[config.mk]
export PLATFORM = sky130hd
export DESIGN_NAME = fan_command_frame_handler_core
export DESIGN_NICKNAME = d
export VERILOG_FILES = /design/src/rtl/core/fcfh_pkg.sv /design/src/rtl/core/fcfh_ctrl.sv /design/src/rtl/core/fcfh_ser.sv /design/src/rtl/core/fan_command_frame_handler_core.sv
export SDC_FILE = /design/constraint.sdc
export NUM_CORES = 1
export LEC_CHECK = 0
export ABC_CLOCK_PERIOD_IN_PS = 5250
export BUFFER_PORTS_ARGS = -buffer_cell sky130_fd_sc_hd__buf_2
export CORE_MARGIN = 5
export CORE_UTILIZATION = 60
export CTS_CLUSTER_DIAMETER = 200
export DETAILED_ROUTE_END_ITERATION = 7
export GPL_TIMING_DRIVEN = 0
export PLACE_DENSITY = 0.8
export REMOVE_ABC_BUFFERS = 1
export SLEW_MARGIN = 20
export SYNTH_ARGS = -nofsm -noshare
export SYNTH_HDL_FRONTEND = slang
export SYNTH_SLANG_ARGS = --single-unit
[constraint.sdc]
create_clock -name clk_i -period 5.25 [get_ports clk_i]
set_input_delay 0.525 -clock clk_i [delete_from_list [all_inputs] [get_ports clk_i]]
set_output_delay 0.525 -clock clk_i [all_outputs]
set_load 0.05 [all_outputs]
[src/rtl/core/fcfh_pkg.sv]
`default_nettype none

package fcfh_pkg;

  // frame store geometry
  localparam int unsigned FRAME_BYTES = 5;
  localparam int unsigned IDX_W       = 3;

  // frame bytes
  localparam logic [7:0] BYTE_STX        = 8'h02;
  localparam logic [7:0] BYTE_ETX        = 8'h03;
  localparam logic [7:0] BYTE_STATUS_REQ = 8'h04;
  localparam logic [7:0] BYTE_REPLY_FLAG = 8'h80;
  localparam logic [7:0] BYTE_LEN_ONE    = 8'h01;
  localparam logic [7:0] BYTE_LEN_STATUS = 8'h04;
  localparam logic [7:0] BYTE_STATUS_ID  = 8'h84;

  // commands
  localparam logic [7:0] CMD_POWER = 8'h01;
  localparam logic [7:0] CMD_MODE  = 8'h02;
  localparam logic [7:0] CMD_SPEED = 8'h03;

  // reply codes
  localparam logic [7:0] RC_OK      = 8'h00;
  localparam logic [7:0] RC_BAD     = 8'h01;
  localparam logic [7:0] RC_REFUSED = 8'h02;
  localparam logic [7:0] RC_BAD_LEN = 8'hff;

  // sample classes in the status reply
  localparam logic [7:0] CLASS_LOW  = 8'h00;
  localparam logic [7:0] CLASS_MID  = 8'h01;
  localparam logic [7:0] CLASS_HIGH = 8'hff;

  // run modes
  localparam logic [1:0] MODE_AUTO   = 2'd0;
  localparam logic [1:0] MODE_MANUAL = 2'd1;
  localparam logic [1:0] MODE_OFF    = 2'd3;

  // fan levels
  localparam logic [1:0] LEVEL_ZERO = 2'd0;
  localparam logic [1:0] LEVEL_ONE  = 2'd1;
  localparam logic [1:0] LEVEL_TWO  = 2'd2;

  // config register reset values
  localparam logic [7:0] LOW_THR_RST   = 8'd100;
  localparam logic [7:0] HIGH_THR_RST  = 8'd200;
  localparam logic [7:0] DUTY_LOW_RST  = 8'd0;
  localparam logic [7:0] DUTY_MID_RST  = 8'd4;
  localparam logic [7:0] DUTY_HIGH_RST = 8'd9;

  localparam int unsigned CFG_IDX_W = 3;

  typedef enum logic [CFG_IDX_W-1:0] {
    CFG_LOW_THR    = 3'd0,
    CFG_HIGH_THR   = 3'd1,
    CFG_DUTY_LOW   = 3'd2,
    CFG_DUTY_MID   = 3'd3,
    CFG_DUTY_HIGH  = 3'd4,
    CFG_SPEED_MAN  = 3'd5,
    CFG_STATUS_RAW = 3'd6
  } cfg_reg_e;

  localparam int unsigned REPLY_MAX = 8;
  localparam int unsigned BEAT_W    = 3;

  // everything the serializer needs for the results of one item
  typedef struct packed {
    logic                          has_reply;
    logic [BEAT_W-1:0]             last_beat;
    logic [REPLY_MAX-1:0][7:0]     bytes;
    logic [1:0]                    level;
    logic [7:0]                    duty;
    logic [1:0]                    mode;
  } reply_t;

endpackage

`default_nettype wire

[src/rtl/core/fcfh_ctrl.sv]
`default_nettype none

module fcfh_ctrl (
  input  wire logic                         clk_i,
  input  wire logic                         rst_ni,
  input  wire logic                         cfg_we_i,
  input  wire logic [fcfh_pkg::CFG_IDX_W-1:0] cfg_index_i,
  input  wire logic [7:0]                   cfg_data_i,
  input  wire logic                         accept_i,
  input  wire logic                         action_i,
  input  wire logic [7:0]                   rx_byte_i,
  input  wire logic [7:0]                   adc_sample_i,
  output fcfh_pkg::reply_t                  reply_o
);
  import fcfh_pkg::*;

  logic [7:0] low_thr_q, high_thr_q, duty_low_q, duty_mid_q, duty_high_q;
  logic       speed_man_q, status_raw_q;

  logic [7:0]       store_q [FRAME_BYTES];
  logic [7:0]       store_d [FRAME_BYTES];
  logic [IDX_W-1:0] widx_q, widx_d;
  logic [1:0]       mode_q, mode_d;
  logic [1:0]       level_q, level_d;
  logic [7:0]       sample_q, sample_d;

  logic [IDX_W-1:0] idx;
  logic [IDX_W:0]   idx_inc;
  logic [7:0]       cmd, len, dat, code, cls;
  reply_t           rep;

  // config registers
  always_ff @(posedge clk_i or negedge rst_ni) begin
    if (!rst_ni) begin
      low_thr_q    <= LOW_THR_RST;
      high_thr_q   <= HIGH_THR_RST;
      duty_low_q   <= DUTY_LOW_RST;
      duty_mid_q   <= DUTY_MID_RST;
      duty_high_q  <= DUTY_HIGH_RST;
      speed_man_q  <= 1'b1;
      status_raw_q <= 1'b0;
    end else if (cfg_we_i) begin
      case (cfg_reg_e'(cfg_index_i))
        CFG_LOW_THR:    low_thr_q    <= cfg_data_i;
        CFG_HIGH_THR:   high_thr_q   <= cfg_data_i;
        CFG_DUTY_LOW:   duty_low_q   <= cfg_data_i;
        CFG_DUTY_MID:   duty_mid_q   <= cfg_data_i;
        CFG_DUTY_HIGH:  duty_high_q  <= cfg_data_i;
        CFG_SPEED_MAN:  speed_man_q  <= cfg_data_i[0];
        CFG_STATUS_RAW: status_raw_q <= cfg_data_i[0];
        default: ;
      endcase
    end
  end

  always_comb begin
    store_d  = store_q;
    widx_d   = widx_q;
    mode_d   = mode_q;
    level_d  = level_q;
    sample_d = sample_q;
    rep      = '0;
    code     = RC_OK;
    cls      = CLASS_LOW;
    idx      = widx_q;
    idx_inc  = '0;
    cmd      = '0;
    len      = '0;
    dat      = '0;

    if (accept_i) begin
      if (action_i) begin
        sample_d = adc_sample_i;
        if (mode_q == MODE_AUTO) begin
          // crossed thresholds: the first test wins, so low band takes priority
          if (adc_sample_i < low_thr_q) begin
            level_d = LEVEL_ZERO;
          end else if (adc_sample_i < high_thr_q) begin
            level_d = LEVEL_ONE;
          end else begin
            level_d = LEVEL_TWO;
          end
        end
      end else begin
        if ({1'b0, widx_q} >= (IDX_W+1)'(FRAME_BYTES)) begin
          idx = '0;
        end
        store_d[idx] = rx_byte_i;
        idx_inc = {1'b0, idx} + 1'b1;
        if (idx_inc >= (IDX_W+1)'(FRAME_BYTES)) begin
          widx_d = '0;
        end else begin
          widx_d = idx_inc[IDX_W-1:0];
        end

        // command frame
        if (store_d[4] == BYTE_ETX) begin
          widx_d     = '0;
          store_d[4] = '0;
          cmd = store_d[1];
          len = store_d[2];
          dat = store_d[3];
          if (cmd == CMD_POWER || cmd == CMD_MODE || cmd == CMD_SPEED) begin
            if (len != BYTE_LEN_ONE) begin
              code = RC_BAD_LEN;
            end else begin
              case (cmd)
                CMD_POWER: begin
                  if (dat == 8'd1) begin
                    mode_d  = MODE_MANUAL;
                    level_d = LEVEL_TWO;
                  end else if (dat == 8'd0) begin
                    mode_d  = MODE_OFF;
                    level_d = LEVEL_ZERO;
                  end else begin
                    code = RC_BAD;
                  end
                end
                CMD_MODE: begin
                  if (dat > 8'd1) begin
                    code = RC_BAD;
                  end else if (mode_q == MODE_OFF) begin
                    code = RC_REFUSED;
                  end else begin
                    mode_d = dat[0] ? MODE_MANUAL : MODE_AUTO;
                  end
                end
                default: begin
                  if (dat > 8'd2) begin
                    code = RC_BAD;
                  end else if (mode_q == MODE_OFF) begin
                    code = RC_REFUSED;
                  end else begin
                    level_d = dat[1:0];
                    if (speed_man_q) mode_d = MODE_MANUAL;
                  end
                end
              endcase
            end
            rep.has_reply = 1'b1;
            rep.last_beat = BEAT_W'(4);
            rep.bytes[0]  = BYTE_STX;
            rep.bytes[1]  = BYTE_REPLY_FLAG | cmd;
            rep.bytes[2]  = BYTE_LEN_ONE;
            rep.bytes[3]  = code;
            rep.bytes[4]  = BYTE_ETX;
          end
        end

        // status request, checked on the store as the command check left it
        if (store_d[1] == BYTE_STATUS_REQ && store_d[3] == BYTE_ETX) begin
          widx_d     = '0;
          store_d[3] = '0;
          rep.has_reply = 1'b1;
          rep.bytes     = '0;
          rep.bytes[0]  = BYTE_STX;
          rep.bytes[1]  = BYTE_STATUS_ID;
          if (store_d[2] != 8'h00) begin
            rep.last_beat = BEAT_W'(4);
            rep.bytes[2]  = BYTE_LEN_ONE;
            rep.bytes[3]  = RC_BAD_LEN;
            rep.bytes[4]  = BYTE_ETX;
          end else begin
            if (status_raw_q) begin
              cls = sample_q;
            end else if (sample_q < high_thr_q && sample_q >= low_thr_q) begin
              cls = CLASS_MID;
            end else if (sample_q >= high_thr_q) begin
              cls = CLASS_HIGH;
            end else begin
              cls = CLASS_LOW;
            end
            rep.last_beat = BEAT_W'(7);
            rep.bytes[2]  = BYTE_LEN_STATUS;
            rep.bytes[3]  = 8'h00;
            rep.bytes[4]  = {6'd0, mode_d};
            rep.bytes[5]  = {6'd0, level_d};
            rep.bytes[6]  = cls;
            rep.bytes[7]  = BYTE_ETX;
          end
        end
      end
    end

    rep.level = level_d;
    rep.mode  = mode_d;
    case (level_d)
      LEVEL_ZERO: rep.duty = duty_low_q;
      LEVEL_ONE:  rep.duty = duty_mid_q;
      default:    rep.duty = duty_high_q;
    endcase
  end

  assign reply_o = rep;

  always_ff @(posedge clk_i or negedge rst_ni) begin
    if (!rst_ni) begin
      for (int i = 0; i < FRAME_BYTES; i++) store_q[i] <= '0;
      widx_q   <= '0;
      mode_q   <= MODE_OFF;
      level_q  <= LEVEL_ZERO;
      sample_q <= '0;
    end else begin
      store_q  <= store_d;
      widx_q   <= widx_d;
      mode_q   <= mode_d;
      level_q  <= level_d;
      sample_q <= sample_d;
    end
  end

endmodule

`default_nettype wire

[src/rtl/core/fcfh_ser.sv]
`default_nettype none

module fcfh_ser (
  input  wire logic             clk_i,
  input  wire logic             rst_ni,
  input  wire logic             load_i,
  input  wire fcfh_pkg::reply_t reply_i,
  output logic                  ready_o,
  output logic                  valid_o,
  input  wire logic             take_i,
  output logic                  tx_valid_o,
  output logic [7:0]            tx_byte_o,
  output logic                  last_o,
  output logic [1:0]            fan_level_o,
  output logic [7:0]            fan_duty_o,
  output logic [1:0]            run_mode_o
);
  import fcfh_pkg::*;

  logic              valid_q;
  logic [BEAT_W-1:0] cnt_q;
  reply_t            rep_q;
  logic              at_last;

  assign at_last = (cnt_q == rep_q.last_beat);
  // free once the final beat of the held item leaves
  assign ready_o = !valid_q || (take_i && at_last);

  always_ff @(posedge clk_i or negedge rst_ni) begin
    if (!rst_ni) begin
      valid_q <= 1'b0;
      cnt_q   <= '0;
    end else if (load_i) begin
      valid_q <= 1'b1;
      cnt_q   <= '0;
    end else if (valid_q && take_i) begin
      if (at_last) begin
        valid_q <= 1'b0;
      end else begin
        cnt_q <= cnt_q + 1'b1;
      end
    end
  end

  always_ff @(posedge clk_i) begin
    if (load_i) rep_q <= reply_i;
  end

  assign valid_o     = valid_q;
  assign tx_valid_o  = rep_q.has_reply;
  assign tx_byte_o   = rep_q.bytes[cnt_q];
  assign last_o      = at_last;
  assign fan_level_o = rep_q.level;
  assign fan_duty_o  = rep_q.duty;
  assign run_mode_o  = rep_q.mode;

endmodule

`default_nettype wire

[src/rtl/core/fan_command_frame_handler_core.sv]
`default_nettype none
// The first result is registered, in the cycle after the item is accepted. Throughput,
// when the sink does not stall: one item per cycle if each gives one result; an item
// with a reply holds the result register for its 5 or 8 reply bytes, one per cycle.
// The next item is taken in the cycle the final result of the previous one leaves.
// Reset: mode off, level zero, frame store, index and sample cleared, config at defaults.

module fan_command_frame_handler_core (
  input  wire logic                         clk_i,
  input  wire logic                         rst_ni,
  // config write channel
  input  wire logic                         cfg_valid_i,
  output logic                              cfg_ready_o,
  input  wire logic [fcfh_pkg::CFG_IDX_W-1:0] cfg_index_i,
  input  wire logic [7:0]                   cfg_data_i,
  // input items
  input  wire logic                         s_axis_tvalid_i,
  output logic                              s_axis_tready_o,
  input  wire logic [15:0]                  s_axis_tdata_i,  // rx_byte, adc_sample
  input  wire logic                         s_axis_tuser_i,  // action
  // result items
  output logic                              m_axis_tvalid_o,
  input  wire logic                         m_axis_tready_i,
  // tx_valid, tx_byte, fan_level, fan_duty, run_mode, zero pad
  output logic [23:0]                       m_axis_tdata_o,
  output logic                              m_axis_tlast_o
);
  import fcfh_pkg::*;

  logic   accept;
  logic   ser_ready;
  reply_t reply;
  logic   tx_valid;
  logic [7:0] tx_byte;
  logic [1:0] fan_level;
  logic [7:0] fan_duty;
  logic [1:0] run_mode;

  assign cfg_ready_o     = 1'b1;
  assign s_axis_tready_o = ser_ready;
  assign accept          = s_axis_tvalid_i && ser_ready;

  fcfh_ctrl u_ctrl (
    .clk_i        (clk_i),
    .rst_ni       (rst_ni),
    .cfg_we_i     (cfg_valid_i),
    .cfg_index_i  (cfg_index_i),
    .cfg_data_i   (cfg_data_i),
    .accept_i     (accept),
    .action_i     (s_axis_tuser_i),
    .rx_byte_i    (s_axis_tdata_i[7:0]),
    .adc_sample_i (s_axis_tdata_i[15:8]),
    .reply_o      (reply)
  );

  fcfh_ser u_ser (
    .clk_i       (clk_i),
    .rst_ni      (rst_ni),
    .load_i      (accept),
    .reply_i     (reply),
    .ready_o     (ser_ready),
    .valid_o     (m_axis_tvalid_o),
    .take_i      (m_axis_tready_i),
    .tx_valid_o  (tx_valid),
    .tx_byte_o   (tx_byte),
    .last_o      (m_axis_tlast_o),
    .fan_level_o (fan_level),
    .fan_duty_o  (fan_duty),
    .run_mode_o  (run_mode)
  );

  assign m_axis_tdata_o = {3'b000, run_mode, fan_duty, fan_level, tx_byte, tx_valid};

endmodule

`default_nettype wire

# Yosys cells after proc, flatten, opt, wreduce, memory -nomap -nowiden
# Index checks and enable logic that the tools add are counted.
[op_classes]
add_sub_neg = 2
multipliers = 0
div = 0
n_lt_le_gt_ge = 12
n_eq_ne = 18
shift = 0
n_mux = 65
bitwise_logic = 5
n_reduce_logical = 32
[op_table]
columns = ["operator", "n"]
rows = [
  ["$mux W8", 10],
  ["$mux W68", 1],
  ["$mux W2", 27],
  ["$bwmux W40", 1],
  ["$mux W40", 1],
  ["$mux W18", 2],
  ["$mux W34", 1],
  ["$eq A8 B2 Y1 const B", 4],
  ["$pmux W8 S2", 2],
  ["$mux W3", 9],
  ["$bmux W8 S3", 1],
  ["$demux W8 S3", 1],
  ["$lt A8 B8 Y1", 3],
  ["$reduce_and A2 Y1", 11],
  ["$eq A8 B1 Y1 const B", 2],
  ["$ge A8 B8 Y1", 2],
  ["$eq A3 B3 Y1 const B", 3],
  ["$eq A8 B3 Y1 const B", 1],
  ["$gt A8 B1 Y1 const B", 1],
  ["$gt A8 B2 Y1 const B", 1],
  ["$logic_not A8 Y1", 1],
  ["$mux W4", 2],
  ["$ne A8 B1 Y1 const B", 1],
  ["$pmux W2 S2", 2],
  ["26 further kinds", 44],
]
[totals]
reg_bits = 181
latchBits = 0
ram_bits = 0
mem_bits_ro = 0
elab_cells = 168
memories = 0

# Logic depth before layout (Yosys ltp)
[logic_depth]
ltp_word = 22
mapped_depth = 12
ltp_nobuf = 9

# Modules after synthesis
# Synthesis repeated with hierarchy kept, for this count alone.
[unflattened]
cells_unflattened = 705
area_unflattened_um2 = 8987.4
[by_module_without_submodules]
columns = ["module", "n_inst", "cells_per_inst", "area_per_inst_um2", "seq_area_each_um2"]
rows = [
  ["fcfh_ctrl", 1, 543, 5649.2, 2242.2],
  ["fcfh_ser", 1, 154, 3286.9, 2502.4],
  ["fan_command_frame_handler_core", 1, 8, 51.3, 0.0],
]

# Least setup slack after synthesis
# OpenSTA, ideal clock, no wires.
[synth_path]
path_type = "register -> register"
from = "register u_ser.cnt_q[1]"
to = "register u_ser.rep_q, in the netlist u_ser.fan_duty_o[0], data pin"
setup_ns = 0.264
arrival_time_ns = 2.934
setup_slack_ns = 2.052
stages_incl_launch_ff = 11
n_path_buf = 3
period_less_slack_ns = 3.198
cell_sequence = "dfrtp_1 -> clkbuf_1 -> and3_1 -> o2111ai_1 -> nand2_1 -> nand2b_1 -> clkbuf_1 -> or4_1 -> buf_2 -> nand4_1 -> a31oi_1"
[synth_lines]
columns = ["item", "line_no", "text"]
rows = [
  ["from (decl)", "fcfh_ser.sv:21", "logic [BEAT_W-1:0] cnt_q;"],
  ["from (signal assigned)", "fcfh_ser.sv:40", "cnt_q <= cnt_q + 1'b1;"],
  ["to (signal assigned)", "fcfh_ser.sv:46", "if (load_i) rep_q <= reply_i;"],
  ["to (decl)", "fcfh_ser.sv:22", "reply_t rep_q;"],
]

==> key figures <==
Logic synthesis
  – Sequential fraction of the synthesis area: 48.1%
  – Synth Warn #: 0
  – Unique masters post-synth: 75
  – Mapped cell area: 7180 um2
  – Synthesis-stage register bit count: 130
  – Syn Inst Count: 660
  – Yosys top cell area share: about 28%
  – Ranking of synthesized cells by area: dfrtp_1 28%, edfxtp_1 15%, mux2_2 9.9%
  – Fraction of registers with async set/reset: between 70% and 80%
  – Main flop type after synthesis: dfrtp_1
  – EDFF count, synth: 37
  – Synth area leader: dfrtp_1
  – Mean Syn Cell Area: 10.9 um2

Cells and area
  – Layout cells sized above 1: between 20% and 30%
  – Layout Area Growth over Synthesis: 13.3%
  – Most frequent cells in the layout: 81 x dfrtp_1, 63 x mux2_2, 56 x nand2_1
  – Nets@finish: approximately 760
  – N_diodes: 0
  – Most common cell after layout, fill and taps aside: dfrtp_1

STA
  – Minimum clock period: 3.93 ns
  – RSZ-0062 raised after global routing: false
  – Setup TNS: 0 ns
  – Final Hold Vio Count: 0
  – Final Max Slew Viols: 0
  – Fmax: 255 MHz
  – Worst rel slew slack: 38.2%
  – Final setup vio count: 0
  – Hold_ws: around 0.0050 ns
  – Skew final: about 0.0095 ns
  – Period utilisation layout: about 75%
  – Worst Max-Slew Pin Slew: around 0.9 ns

Clock network
  – Clk_lat worst skew: around 0.43 ns
  – Hold_buf cts: 0
  – H-tree depth: 4
  – CTS tree: built
  – Clock Sinks: 130
  – Postcts setup bufs: 0
  – CTS Buffer Depth: 2
  – Root buffer cell: clkbuf_16
  – Post-CTS resize count: 0
  – Worst-path clk slew: roughly 0.06 ns
  – Num CTS Buffers: 17

Worst setup path
  – Arrival time worst endpoint: between 4 and 5 ns
  – Worst Path Required: between 5 and 6 ns
  – Crit path kind: reg2reg
  – CP max FO: 23
  – CP startpoint: u_ser.cnt_q[1]
  – Worst Setup Start Kind: register
  – CP Capture Type: register
  – Reg2reg start: u_ser.cnt_q[1]

Routing
  – Met1 wire length: roughly 7300 um
  – Post-DR vias/cell: 6.33
  – DRC marker count from the first detailed-route iteration: 586
  – Top Layer Used: met4
  – WL/cell: approximately 19 um
  – Drt first pass iters: 7
  – DRC viols: 0
  – WL final: about 17000 um
  – Detail Route Antenna Nets: 0
  – WL met2: 7900 um
  – Via count: between 5000 and 6000
  – Met3 Wirelength: between 1000 and 1500 um

Placed design
  – GPL Wtd Cong: about 0.93
  – IO buf count: between 50 and 60
  – DP HPWL: between 10000 and 15000 um

Power
  – Peak supply drop: between 0.0003 and 0.0004 V
  – Power density cells: between 500 and 600 nW/um2
  – Clock power share: 28.3%
  – Pleak: ~3.5 nW
  – Combinational share of power: a little under two fifths
  – Int Power: 2.76 mW
  – Switching share of power: ~38%
  – Seq pwr share: between 30% and 40%
  – Net Sw Power: between 1.5 and 2 mW

Floorplanning
  – I/O pin count: 61
  – Die Y: 119 um
  – Core Area: around 12000 um2
  – Initial Util: about three fifths
  – Core Rows: 40
  – Die Wd: 119 um
  – DIE AREA: between 10000 and 15000 um2

Global route
  – Total gr overflow: 0
  – Initial antenna violation count: 0
  – GRT Util Overall: 24.3%
  – Vias in the first global route: 5354
  – First-pass GRT wire length: 27400 um
  – Largest net degree at the start of global routing: 49

Flow run
  – Max Cap Viol: 0

Run status
  – Status: completed

Worst hold path
  – Type of the most critical hold path: in2async
[final timing paths]
check,endpoint,slack [ns],cells past startpoint
max,u_ser.fan_duty_o[4],1.32,8
min,u_ser.valid_o,0.005,1
max reg2reg,u_ser.fan_duty_o[4],1.32,8
min reg2reg,u_ctrl.store_q[0],0.50,1
max in group asynchronous,u_ctrl.low_thr_q[5],4.59,2
min in group clk_i,u_ser.valid_o,0.35,2
[cells by family after synthesis]
family / after synthesis / synth area share (%)
mux: 76 / 12.0
flops: 130 / 48.1
other cells: 2 / 0.105
buf+inv: 76 / 5.20
simple gates: 181 / 13.9
fa+ha+maj: 32 / 5.58
xor+xnor: 3 / 0.366
compound gates: 160 / 14.7
[final cells by class]
cell class                      count  area [um2]
Inverter                           30         113
Clock inverter                     15         204
Timing Repair Buffer               59         349
Multi-Input combinational cell    460        3400
Clock buffer                       17         425
Sequential cell                   130        3450
Fill cell                         861        3730
Tap cell                          147         184
[Yosys cell counts (6+ instances only)]
cell type	number
mux2i_1	11
ha_1	32
buf_4	17
nand2b_1	11
clkbuf_1	18
nand3_1	7
mux2_2	63
dfstp_2	12
inv_1	30
and2_1	6
buf_2	6
a21oi_1	21
nor3b_1	6
dfrtp_1	81
a21o_1	7
nor3_1	13
edfxtp_1	37
o31ai_1	14
a31oi_1	21
nand4_1	15
nand2_1	57
nor2_1	24
o21ai_0	53
[metrics by stage]
step	setup WS [ns]	cell area, um2	util (%)	power, mW	cells
floorplan	1.63	6940	-	2.72	620
global placement	0.624	7400	62.4	3.06	823
detailed placement	1.39	7500	63.2	3.16	826
CTS	1.39	8130	68.5	4.43	858
global route	1.09	8130	68.5	4.70	858
finish	1.32	8130	68.5	4.44	858
[registers in the layout, summed over array words and instances, names as in the netlist]
name,flops
u_ctrl.level_q,2
u_ser.cnt_q,3
u_ctrl.high_thr_q,8
u_ctrl.sample_q,8
u_ctrl.duty_high_q,8
u_ctrl.duty_low_q,8
u_ctrl.speed_man_q,1
u_ctrl.duty_mid_q,8
u_ser.fan_level_o,2
u_ser.rep_q,25
u_ctrl.status_raw_q,1
u_ser.valid_o,1
u_ser.run_mode_o,2
u_ser.fan_duty_o,8
u_ctrl.low_thr_q,8
u_ctrl.store_q,32
u_ctrl.widx_q,3
u_ctrl.mode_q,2
[per-layer routing]
| layer | global-route usage, % | vias up |
|---|---|---|
| li1 | - | 2519 |
| met3 | 5.89 | 30 |
| met2 | 37.4 | 203 |
| met1 | 33.1 | 2676 |
| met4 | 9.95 | 0 |
| met5 | 0 | - |
[critical path, stage by stage, from the launching register on]
cell       delay, ns
dfrtp_1         0.79
and3_1          0.28
o2111ai_1       0.24
nand2_2         0.46
buf_16          0.23
nand2b_1        0.38
nor4_2          0.93
o31ai_1         0.17
a31oi_1         0.25
[power groups by stage]
stage	registers (mW)	clock network (mW)	logic (mW)
2_1_floorplan	1.54	0	1.18
3_3_place_gp	1.54	0	1.52
3_5_place_dp	1.56	0	1.60
4_1_cts	1.55	1.27	1.62
5_1_grt	1.58	1.32	1.80
6_report	1.55	1.26	1.64
No activity file was read; power rests on OpenSTA's default activity.
